**src/rtl/suif_pkg.sv**
```systemverilog
// Package for the set union / intersection filter.
// Holds item kind codes, mode codes, default sizes and the controller state type.
// No dependencies.
package suif_pkg;

    localparam int SET_DEPTH_DEF = 16;
    localparam int VALUE_W       = 32;
    localparam int KIND_W        = 2;

    localparam logic [KIND_W-1:0] KIND_CLEAR  = 2'd0;
    localparam logic [KIND_W-1:0] KIND_FIRST  = 2'd1;
    localparam logic [KIND_W-1:0] KIND_SECOND = 2'd2;
    localparam logic [KIND_W-1:0] KIND_SPARE  = 2'd3;

    localparam logic MODE_UNION = 1'b0;
    localparam logic MODE_INTER = 1'b1;

    typedef enum logic [2:0] {
        ST_IDLE = 3'b001,
        ST_SCAN = 3'b010,
        ST_EMIT = 3'b100
    } state_t;

endpackage

```
**src/rtl/suif_ram.sv**
```systemverilog
// Generic single-port-write, single-port-read synchronous RAM.
// Registered read data. No dependencies.
module suif_ram #(
    parameter int WIDTH = 32,
    parameter int DEPTH = 16,
    parameter int AW    = (DEPTH > 1) ? $clog2(DEPTH) : 1
) (
    input  logic             clk,
    input  logic             we,
    input  logic [AW-1:0]    waddr,
    input  logic [WIDTH-1:0] wdata,
    input  logic             re,
    input  logic [AW-1:0]    raddr,
    output logic [WIDTH-1:0] rdata
);

    logic [WIDTH-1:0] mem [DEPTH];
    logic [WIDTH-1:0] rdata_reg;

    always_ff @(posedge clk)
    begin
        if (we)
        begin
            mem[waddr] <= wdata;
        end
        if (re)
        begin
            rdata_reg <= mem[raddr];
        end
    end

    assign rdata = rdata_reg;

endmodule

```
**src/rtl/set_union_intersection_filter_core.sv**
```systemverilog
// Top level of the set union / intersection filter.
// Depends on suif_pkg and suif_ram.
//
// The block holds the first set in a RAM of SET_DEPTH entries and filters
// second-set values against it. Each request is handled on its own: a clear
// or a first-set request is accepted from the idle state; in union mode a
// first-set request then holds the input in the emit state while its value
// moves to the result register. A second-set request scans the stored
// entries one per cycle through the RAM's single read port, stopping at the
// first match; with an empty store it skips the scan and gives a result
// only in union mode. A request with a result also waits while the
// previous result is still stalled in the result register.
// The result register lets the next request enter while a result still waits
// to be taken. Nothing overlaps on the RAM: a write is done in the cycle its
// request is taken, before any later scan reads. The mode register is written
// only while the block is idle and no request is offered.
module set_union_intersection_filter_core #(
    parameter int SET_DEPTH = suif_pkg::SET_DEPTH_DEF
) (
    input  logic                                clk,
    input  logic                                rst_n,
    input  logic                                in_valid,
    output logic                                in_stall,
    input  logic [suif_pkg::KIND_W-1:0]         kind,
    input  logic signed [suif_pkg::VALUE_W-1:0] value,
    output logic                                out_valid,
    input  logic                                out_stall,
    output logic signed [suif_pkg::VALUE_W-1:0] value_res,
    output logic                                from_second,
    output logic                                store_overflowed,
    input  logic                                cfg_valid,
    output logic                                cfg_ready,
    input  logic                                set_mode
);

    import suif_pkg::*;

    localparam int AW = (SET_DEPTH > 1) ? $clog2(SET_DEPTH) : 1;
    localparam int CW = $clog2(SET_DEPTH + 1);
    localparam logic [CW-1:0] DEPTH_C = CW'(SET_DEPTH);

    state_t               state_reg, state_next;
    logic [CW-1:0]        count_reg, count_next;
    logic                 ovf_reg, ovf_next;
    logic                 mode_reg, mode_next;
    logic                 out_valid_reg, out_valid_next;
    logic [VALUE_W-1:0]   key_reg, key_next;
    logic [AW-1:0]        scan_idx_reg, scan_idx_next;
    logic [VALUE_W-1:0]   res_value_reg, res_value_next;
    logic                 res_second_reg, res_second_next;
    logic [VALUE_W-1:0]   out_value_reg, out_value_next;
    logic                 out_second_reg, out_second_next;
    logic                 out_ovf_reg, out_ovf_next;

    logic                 accept;
    logic                 store_full;
    logic                 ram_we;
    logic                 ram_re;
    logic [AW-1:0]        ram_raddr;
    logic [VALUE_W-1:0]   ram_rdata;
    logic                 hit;
    logic                 last;

    assign in_stall   = (state_reg != ST_IDLE);
    assign cfg_ready  = (state_reg == ST_IDLE) && !in_valid;
    assign accept     = in_valid && (state_reg == ST_IDLE);
    assign store_full = (count_reg >= DEPTH_C);
    assign ram_we     = accept && (kind == KIND_FIRST) && !store_full;
    assign hit        = (ram_rdata == key_reg);
    assign last       = ((CW'(scan_idx_reg) + CW'(1)) == count_reg);

    suif_ram #(
        .WIDTH (VALUE_W),
        .DEPTH (SET_DEPTH),
        .AW    (AW)
    ) u_store (
        .clk   (clk),
        .we    (ram_we),
        .waddr (count_reg[AW-1:0]),
        .wdata (value),
        .re    (ram_re),
        .raddr (ram_raddr),
        .rdata (ram_rdata)
    );

    always_comb
    begin
        state_next      = state_reg;
        count_next      = count_reg;
        ovf_next        = ovf_reg;
        mode_next       = mode_reg;
        key_next        = key_reg;
        scan_idx_next   = scan_idx_reg;
        res_value_next  = res_value_reg;
        res_second_next = res_second_reg;
        out_valid_next  = out_valid_reg && out_stall;
        out_value_next  = out_value_reg;
        out_second_next = out_second_reg;
        out_ovf_next    = out_ovf_reg;
        ram_re          = 1'b0;
        ram_raddr       = scan_idx_reg + AW'(1);

        if (cfg_valid && cfg_ready)
        begin
            mode_next = set_mode;
        end

        case (state_reg)
            ST_IDLE:
            begin
                if (accept)
                begin
                    case (kind)
                        KIND_CLEAR:
                        begin
                            count_next = '0;
                            ovf_next   = 1'b0;
                        end
                        KIND_FIRST:
                        begin
                            if (!store_full)
                            begin
                                count_next = count_reg + CW'(1);
                            end
                            else
                            begin
                                ovf_next = 1'b1;
                            end
                            if (mode_reg == MODE_UNION)
                            begin
                                res_value_next  = value;
                                res_second_next = 1'b0;
                                state_next      = ST_EMIT;
                            end
                        end
                        KIND_SECOND:
                        begin
                            key_next = value;
                            if (count_reg == '0)
                            begin
                                if (mode_reg == MODE_UNION)
                                begin
                                    res_value_next  = value;
                                    res_second_next = 1'b1;
                                    state_next      = ST_EMIT;
                                end
                            end
                            else
                            begin
                                ram_re        = 1'b1;
                                ram_raddr     = '0;
                                scan_idx_next = '0;
                                state_next    = ST_SCAN;
                            end
                        end
                        default:
                        begin
                        end
                    endcase
                end
            end
            ST_SCAN:
            begin
                if (hit || last)
                begin
                    if (hit == (mode_reg == MODE_INTER))
                    begin
                        res_value_next  = key_reg;
                        res_second_next = 1'b1;
                        state_next      = ST_EMIT;
                    end
                    else
                    begin
                        state_next = ST_IDLE;
                    end
                end
                else
                begin
                    ram_re        = 1'b1;
                    scan_idx_next = scan_idx_reg + AW'(1);
                end
            end
            ST_EMIT:
            begin
                if (!out_valid_reg || !out_stall)
                begin
                    out_valid_next  = 1'b1;
                    out_value_next  = res_value_reg;
                    out_second_next = res_second_reg;
                    out_ovf_next    = ovf_reg;
                    state_next      = ST_IDLE;
                end
            end
            default:
            begin
                state_next = ST_IDLE;
            end
        endcase
    end

    always_ff @(posedge clk or negedge rst_n)
    begin
        if (!rst_n)
        begin
            state_reg     <= ST_IDLE;
            count_reg     <= '0;
            ovf_reg       <= 1'b0;
            mode_reg      <= MODE_UNION;
            out_valid_reg <= 1'b0;
        end
        else
        begin
            state_reg     <= state_next;
            count_reg     <= count_next;
            ovf_reg       <= ovf_next;
            mode_reg      <= mode_next;
            out_valid_reg <= out_valid_next;
        end
    end

    always_ff @(posedge clk)
    begin
        key_reg        <= key_next;
        scan_idx_reg   <= scan_idx_next;
        res_value_reg  <= res_value_next;
        res_second_reg <= res_second_next;
        out_value_reg  <= out_value_next;
        out_second_reg <= out_second_next;
        out_ovf_reg    <= out_ovf_next;
    end

    assign out_valid        = out_valid_reg;
    assign value_res        = out_value_reg;
    assign from_second      = out_second_reg;
    assign store_overflowed = out_ovf_reg;

endmodule

```
**config.mk**
```make
export PLATFORM = sky130hd
export DESIGN_NAME = set_union_intersection_filter_core
export DESIGN_NICKNAME = d
export VERILOG_FILES = /design/src/rtl/suif_pkg.sv /design/src/rtl/suif_ram.sv /design/src/rtl/set_union_intersection_filter_core.sv
export SDC_FILE = /design/constraint.sdc
export NUM_CORES = 1
export LEC_CHECK = 0
export BUFFER_PORTS_ARGS = -buffer_cell sky130_fd_sc_hd__buf_2
export CAP_MARGIN = 30
export CORE_ASPECT_RATIO = 0.75
export CORE_MARGIN = 3
export CORE_UTILIZATION = 45
export DETAILED_ROUTE_END_ITERATION = 8
export PLACE_DENSITY_LB_ADDON = 0.3
export SLEW_MARGIN = 10
export SYNTH_ARGS = -nofsm -noshare
export SYNTH_HDL_FRONTEND = slang
export SYNTH_SLANG_ARGS = --single-unit
```
**constraint.sdc**
```tcl
create_clock -name clk -period 4.5 [get_ports clk]
set_input_delay 0.45 -clock clk [delete_from_list [all_inputs] [get_ports clk]]
set_output_delay 0.45 -clock clk [all_outputs]
set_load 0.02 [all_outputs]
```
==> summary.md, run 1 <==
| Metric | Value |
|---|---|
| H-tree lvl count | `2` |
| Initial Utilization | `0.457` |
| Cells resized by post-CTS repair | `0` |
| Fillcell total | `4492` |
| Largest Register | `u_store.mem` |
| WP data required | `4.84 ns` |
| WS Path Type | `reg2reg` |
| Worst EP arrival | `3.94 ns` |
| P_leak | `9.57 nW` |
| Share of cells above drive strength 1 | `0.211` |
| Ant. Diodes | `0` |
| Setup crit end kind | `flip-flop` |
| # rows | `75` |
| First-pass iteration count of the detailed router | `6` |
| Final #Nets | `1629` |
| Peak VDD IR | `0.313 mV` |
| Ports | `77` |
| DPL Wire Length | `37000 µm` |
| Netlist Area Pre-Place | `25700 µm²` |
| Vias in the first global route | `14000` |
| Dpl ws | `0.889 ns` |
| Die Y | `213 µm` |
| WL per Instance | `27.5 µm` |
| Initial DRC count | `1709` |
| Post-synthesis register bit count | `658` |
| Via count | `14200` |
| Clk_lat worst skew | `0.63 ns` |
| Max cap viols | `0` |
| Area share of the largest cell type after synthesis | `0.757` |
| Placed Area | `27200 µm²` |
| Clock Skew | `0.0268 ns` |
| Peak fanout along the critical path | `40` |
| Power, Total | `13.3 mW` |
| Worst Hold Class | `in2reg` |
| Post-synthesis sequential area ratio | `0.768` |
| CP Launch Type | `flip-flop` |
| Drt drc | `0` |
| Ys Warns | `0` |
| Max clock buf depth | `3` |
| Mapped Cells | `1488` |
| RSZ-0062 raised after global routing | `false` |
| Max FFs per register | `512` |
| Syn avg cell area | `17.3 µm²` |
| PortBufs | `76` |
| Clock sinks | `658` |
| Pins Over Slew Limit | `0` |
| Count of final setup violators | `0` |
| Hold-fix buffers, CTS | `1` |
| Synth area leader | `edfxtp_1` |
| Routed Antenna Nets | `0` |
| Number of CTS-inserted buffers | `59` |
| Total negative setup slack | `0 ns` |
| Slew @ Worst Pin | `1.00 ns` |
| Final Cell Area | `29100 µm²` |
| Wirelength, routed | `65000 µm` |
| Core Area | `56200 µm²` |
| Most frequent cells in the layout | `edfxtp_1 (647), nand2_1 (110), buf_2 (76), o21ai_0 (69), mux2_2 (66)` |
| Synth async-reset ratio | `0.0167` |
| Via/cell ratio | `6.00` |
| Final Hold Fails | `0` |
| Top cells by area, synth | `edfxtp_1 (76%), mux2_2 (2.9%), mux4_2 (2.8%), a22oi_1 (1.9%), nand2_1 (1.6%)` |
| Final setup margin | `0.899 ns` |
| Synth unique cells | `53` |
| Min cycle time layout | `3.60 ns` |
| GR Overflow Total | `0` |
| PD cells | `457 nW/µm²` |
| Status | `completed` |
| Setup Fix Bufs, Post-CTS | `0` |
| Predominant post-synthesis flop cell | `edfxtp_1` |
| Final worst path period share | `0.800` |
| GP Congestion | `0.795` |
| Area grow syn2layout | `13.4%` |
| Clock slew at reported path FFs | `0.06 ns` |
| Slew Limit Headroom | `0.331` |
| GRT Resource Usage Total | `0.216` |
| Largest net degree at the start of global routing | `169` |
| Fmax | `278 MHz` |
| Die X | `282 µm` |
| Root Buffer | `clkbuf_16` |
| Syn Nets | `1533` |
| EDFF count, synth | `647` |
| Leading cell type in the layout, fill and taps excluded | `edfxtp_1` |
| Die area | `60000 µm²` |
| First-pass GRT wire length | `94200 µm` |
| Initial antenna violation count | `0` |
| CTS tree | `done` |
## per-stage QoR
step	instances	hold slack [ns]	utilization
2_1_floorplan	1488	0.154	-
3_3_place_gp	2249	0.337	0.484
3_5_place_dp	2249	0.349	0.484
4_1_cts	2357	0.0412	0.516
5_1_grt	2361	0.0641	0.518
6_report	2361	0.0694	0.518
## worst paths after layout
kind / startpoint / to / slack, ns / depth (start not counted)
min in group asynchronous: rst_n / mode_reg / 0.24 / 2
setup / recovery: scan_idx_reg[0] / u_store.rdata[19] / 0.90 / 7
max in group asynchronous: rst_n / state_reg[0] / 3.99 / 2
hold reg to reg: res_value_reg[18] / value_res[18] / 0.42 / 0
setup reg to reg: scan_idx_reg[0] / u_store.rdata[19] / 0.90 / 7
hold / removal: set_mode / mode_reg / 0.07 / 2
## cell families after synthesis
| family | count (synthesis) | synth area share |
|---|---|---|
| AO/OA/AOI/OAI | 310 | 0.0845 |
| multiplexers | 130 | 0.0695 |
| adder cells (fa/ha/maj) | 5 | 0.00244 |
| buffers and inverters | 102 | 0.0171 |
| XOR/XNOR | 39 | 0.0138 |
| flip-flops | 658 | 0.768 |
| AND/OR/NAND/NOR | 244 | 0.0450 |
## metal layers
metal  GRT usage  part of all wire  up-vias  routed length [µm]
met4      0.0539             0.020        0                1280
met1       0.327              0.44     7214               28500
met3      0.0459             0.098       90                6350
met2       0.324              0.44      720               28800
li1            -                 -     6152                   -
met5           0                 0        -                   0
## critical path: stages (launching register included)
cell	delay [ns]
edfxtp_1	0.43
ha_1	0.36
xnor2_2	0.20
buf_4	0.36
nor2_4	0.81
buf_4	0.40
a221oi_1	0.12
o32ai_1	0.62
## final cells by class
class,instances,area (µm²),area share
clock buffer,77,1570,0.0541
clock inverter,30,239,0.00821
inverter,6,22.5,0.000773
multi-input combinational,728,5720,0.197
sequential,658,19700,0.677
tap,731,915,0.0314
timing repair buffer,131,938,0.0322
## where the power goes
part / total (mW) / switching (mW) / internal [mW]
registers: 7.03 / 0.0915 / 6.94
logic: 1.46 / 0.988 / 0.470
clock network: 4.81 / 2.18 / 2.63
## synthesized netlist by cell type (5+ instances only)
library cell	n
edfxtp_1	647
nand2_1	111
o21ai_0	70
mux2_2	66
a22oi_1	64
clkbuf_1	53
a21oi_1	36
nand3_1	36
xor2_1	36
nor2b_1	34
o211ai_1	33
a211oi_1	32
a221oi_1	32
mux2i_1	32
mux4_2	32
o32ai_1	32
buf_2	29
nor2_1	28
dfrtp_1	10
buf_1	8
nor4_1	8
buf_4	5
ha_1	5
inv_1	5
nand4_1	5
nor3_1	5
Power figures use the tool's default switching activity.
==> run 2, diff against run 1 <==
ABC_AREA = 1   (was unset)
clock period = 3.35 ns   (was 4.5 ns; I/O delays follow)
==> run 2 against run 1 <==
  * Cell count grew 28%
  * Die area up 4.5%
  * Non-clock buffer count grew 3
  * Cell area increased by 4.2%
  * Combinational power rose by 140%
  * Routed wire length rose by 3.7%
  * Flip-flop and latch count unchanged
  * First-iteration DRC count rose by 18%
  * Sequential share of layout area decreased by 2.7 points
  * Synthesized cell count rose by 41%
==> summary.md, run 2 <==
| Metric | Value |
|---|---|
| Hold Startpoint | `kind[1]` |
| First-pass iteration count of the detailed router | `5 (-1)` |
| Routed Antenna Nets | `0 (unchanged)` |
| Reg-to-reg startpoint | `count_reg[1]` |
| Synth unique cells | `35 (-34%)` |
| Setup Fix Bufs, Post-CTS | `0 (unchanged)` |
| Slowest CP cell | `dfrtp_1` |
| GR met1 Demand/Resource | `0.329 (+0.00210)` |
| Final Hold Fails | `0 (unchanged)` |
| Via/cell ratio | `5.48 (-8.7%)` |
| Predominant post-synthesis flop cell | `edfxtp_1` |
| Internal | `14.2 mW (+42%)` |
| H-tree lvl count | `2 (unchanged)` |
| Hold-fix buffers, CTS | `6 (+5)` |
| Synth async-reset ratio | `0.0167 (unchanged)` |
| Hold WS | `0.0453 ns (-0.0241 ns)` |
| CP most frequent cell | `nand2_1` |
| Clock Skew | `0.0246 ns (-0.00224 ns)` |
| Slew @ Worst Pin | `0.900 ns (-0.103 ns)` |
| Initial DRC count | `2023 (+18%)` |
| Syn avg cell area | `12.8 µm² (-26%)` |
| Crit path cell chain | `inv_1 > ha_1 > nand3_2 > nand3_4 > nand2_8 > buf_12 > buf_4 > nand2_1 > nand2_1 > nand2_1 > nand3_1 > nand3_1 > nand2_1` |
| Post-synthesis register bit count | `658 (unchanged)` |
| Worst path max stage delay | `0.44 ns (-0.37 ns)` |
| Number of buffers and inverters on the critical path | `3 (+1)` |
| Hold EP | `ovf_reg` |
| Min cycle time layout | `2.81 ns (-0.793 ns)` |
| Synth top cells by count | `edfxtp_1 (647), nand2_1 (504), nor2_1 (248)` |
| Top cells by area, synth | `edfxtp_1 (72%), nand2_1 (7.0%), nor2_1 (3.5%), o211ai_2 (3.0%), nand3_1 (2.6%)` |
| Largest net degree at the start of global routing | `129 (-24%)` |
| Final worst path period share | `0.838 (+0.0378)` |
| Leading cell type in the layout, fill and taps excluded | `edfxtp_1` |
| Slew Limit Headroom | `0.398 (+0.0672)` |
| EDFF count, synth | `647 (unchanged)` |
| Worst EP arrival | `3.31 ns (-0.63 ns)` |
| Pins Over Slew Limit | `0 (unchanged)` |
| Clk_lat worst skew | `0.64 ns (about the same)` |
| PD cells | `655 nW/µm² (+43%)` |
| Die Y | `218 µm (+2.2%)` |
| Cell family with most CP delay | `simple AND/OR/NAND/NOR gates` |
| Met3 Track Usage GR | `0.0429 (-0.00296)` |
| DPL Wire Length | `37400 µm (+1.0%)` |
| Final #Nets | `2234 (+37%)` |
| Core Area | `58200 µm² (+3.5%)` |
| Via count | `16600 (+17%)` |
| Netlist Area Pre-Place | `26800 µm² (+4.6%)` |
| P_sw | `5.65 mW (+73%)` |
| Wirelength, routed | `67300 µm (+3.7%)` |
| GP Congestion | `0.814 (+2.4%)` |
| First-pass GRT wire length | `101000 µm (+7.0%)` |
| WS Path Type | `reg2reg` |
| Clock slew at reported path FFs | `0.06 ns (about the same)` |
| Comb pwr share | `0.177 (+0.067)` |
| R2R setup slack | `0.54 ns (-0.36 ns)` |
| Max FFs per register | `512 (unchanged)` |
| Clock sinks | `658 (unchanged)` |
| WP data required | `3.85 ns (-0.99 ns)` |
| PortBufs | `76 (unchanged)` |
| Die area | `62600 µm² (+4.5%)` |
| Area share of the largest cell type after synthesis | `0.724 (-0.0331)` |
| Worst reg2reg path depth | `13 (+6)` |
| Peak VDD IR | `0.457 mV (+46%)` |
| Vias in the first global route | `15800 (+13%)` |
| GRT busiest layer | `met1` |
| R2r endpoint | `u_store.rdata[17]` |
| CTS tree | `done` |
| Drt drc | `0 (unchanged)` |
| RSZ-0062 raised after global routing | `false` |
| Ports | `77 (unchanged)` |
| Setup crit end kind | `flip-flop` |
| Switching Share | `0.285 (+0.0394)` |
| Max clock buf depth | `3 (unchanged)` |
| P_leak | `10.8 nW (+13%)` |
| Total negative setup slack | `0 ns (unchanged)` |
| Seq pwr share | `0.489 (-0.040)` |
| Status | `completed` |
| WL per Instance | `22.3 µm (-19%)` |
| Initial Utilization | `0.461 (+0.00456)` |
| GRT Resource Usage Total | `0.215 (-0.00150)` |
| Peak fanout along the critical path | `78 (+95%)` |
| Count of final setup violators | `0 (unchanged)` |
| Mapped Cells | `2100 (+41%)` |
| Synth area leader | `edfxtp_1` |
| Share of cells above drive strength 1 | `0.150 (-0.0607)` |
| GR Overflow Total | `0 (unchanged)` |
| Met2 usage | `0.316 (-0.00806)` |
| Largest Register | `u_store.mem` |
| Cells resized by post-CTS repair | `0 (unchanged)` |
| Most frequent cells in the layout | `edfxtp_1 (647), nand2_1 (503), nor2_1 (229), nand3_1 (138), o21ai_0 (109)` |
| Hold depth | `4 (+2)` |
| CP Launch Type | `flip-flop` |
| Number of CTS-inserted buffers | `61 (+3.4%)` |
| Dpl cells | `2900 (+29%)` |
| Most frequent cell after synthesis | `edfxtp_1` |
| Post-synthesis sequential area ratio | `0.734 (-0.0335)` |
| Die X | `288 µm (+2.2%)` |
| # rows | `76 (+1.3%)` |
| Initial antenna violation count | `2 (+2)` |
| Final Instance Count excl. Fillers | `3022 (+28%)` |
| Syn Nets | `2145 (+40%)` |
| Ys Warns | `0 (unchanged)` |
| Clk network pwr share | `0.334 (-0.028)` |
| Area grow syn2layout | `13.0%` |
| Root Buffer | `clkbuf_16` |
| Max cap viols | `0 (unchanged)` |
| Worst Hold Class | `in2reg` |
| Fmax | `356 MHz (+28%)` |
[run 2: cell count changes after synthesis, sizes merged, moves of 38 or more]
cell	delta
nor2	+222
inv	+86
mux2	-66
o211ai	+95
nand3	+105
nand2	+394
buf	+38
a22oi	-64
o21ai	+73
[run 2: through the flow]
step / worst slack, ns / area, µm² / util / power (mW)
6_report: 0.543 / 30300 / 0.521 / 19.9
3_5_place_dp: 0.584 / 28400 / 0.488 / 13.4
2_1_floorplan: 0.448 / 26800 / - / 12.1
3_3_place_gp: 0.627 / 28400 / 0.488 / 13.3
5_1_grt: 0.338 / 30300 / 0.521 / 20.7
4_1_cts: 0.575 / 30300 / 0.521 / 20.0
[run 2: worst max path at each step]
stage                              to  cells past startpoint       startpoint
global placement    u_store.rdata[18]                     11  scan_idx_reg[0]
detailed placement   u_store.rdata[5]                     12     count_reg[1]
finish              u_store.rdata[17]                     13     count_reg[1]
CTS                  u_store.rdata[5]                     12     count_reg[1]
global route        res_value_reg[14]                     14  scan_idx_reg[0]
floorplan           u_store.mem[0][0]                      6     state_reg[0]
[run 2: layer usage]
| layer | vias to the layer above | part of all wire |
|---|---|---|
| li1 | 7587 | - |
| met1 | 8143 | 0.45 |
| met2 | 752 | 0.44 |
| met3 | 92 | 0.092 |
| met4 | 0 | 0.020 |
| met5 | - | 0 |
[run 2: power by group through the flow]
stage	logic [mW]	registers, mW	clock network (mW)
final	3.52	9.71	6.62
after CTS	3.52	9.71	6.74
after global routing	3.88	9.74	7.05
after floorplan	2.28	9.86	0
after detailed placement	3.49	9.88	0
after global placement	3.44	9.87	0
[run 2: worst min-delay path: stages]
cell and delay, ns:
buf_2 0.10, nor2_1 0.05, inv_1 0.07, o21ai_0 0.07
[run 2: kinds of logic (layout without fill, tap and decap cells)]
| logic type | count (synthesis) | in the layout | synth area share |
|---|---|---|---|
| flip-flops | 658 | 658 | 0.734 |
| buffers and inverters | 199 | 340 | 0.0367 |
| AO/OA/AOI/OAI | 281 | 281 | 0.0764 |
| AND/OR/NAND/NOR | 933 | 933 | 0.143 |
| XOR/XNOR | 24 | 24 | 0.00783 |
| other | 0 | 1 | 0 |
| adder cells (fa/ha/maj) | 5 | 5 | 0.00233 |
[run 2: layout make-up]
cell class,count,area [µm²]
fillers,4914,27900
flip-flops and latches,658,19700
multi-input cells,1243,6320
clock buffers,77,1610
repair buffers,134,1090
well taps,780,976
inverters,91,349
clock inverters,38,275
diodes,1,2.50
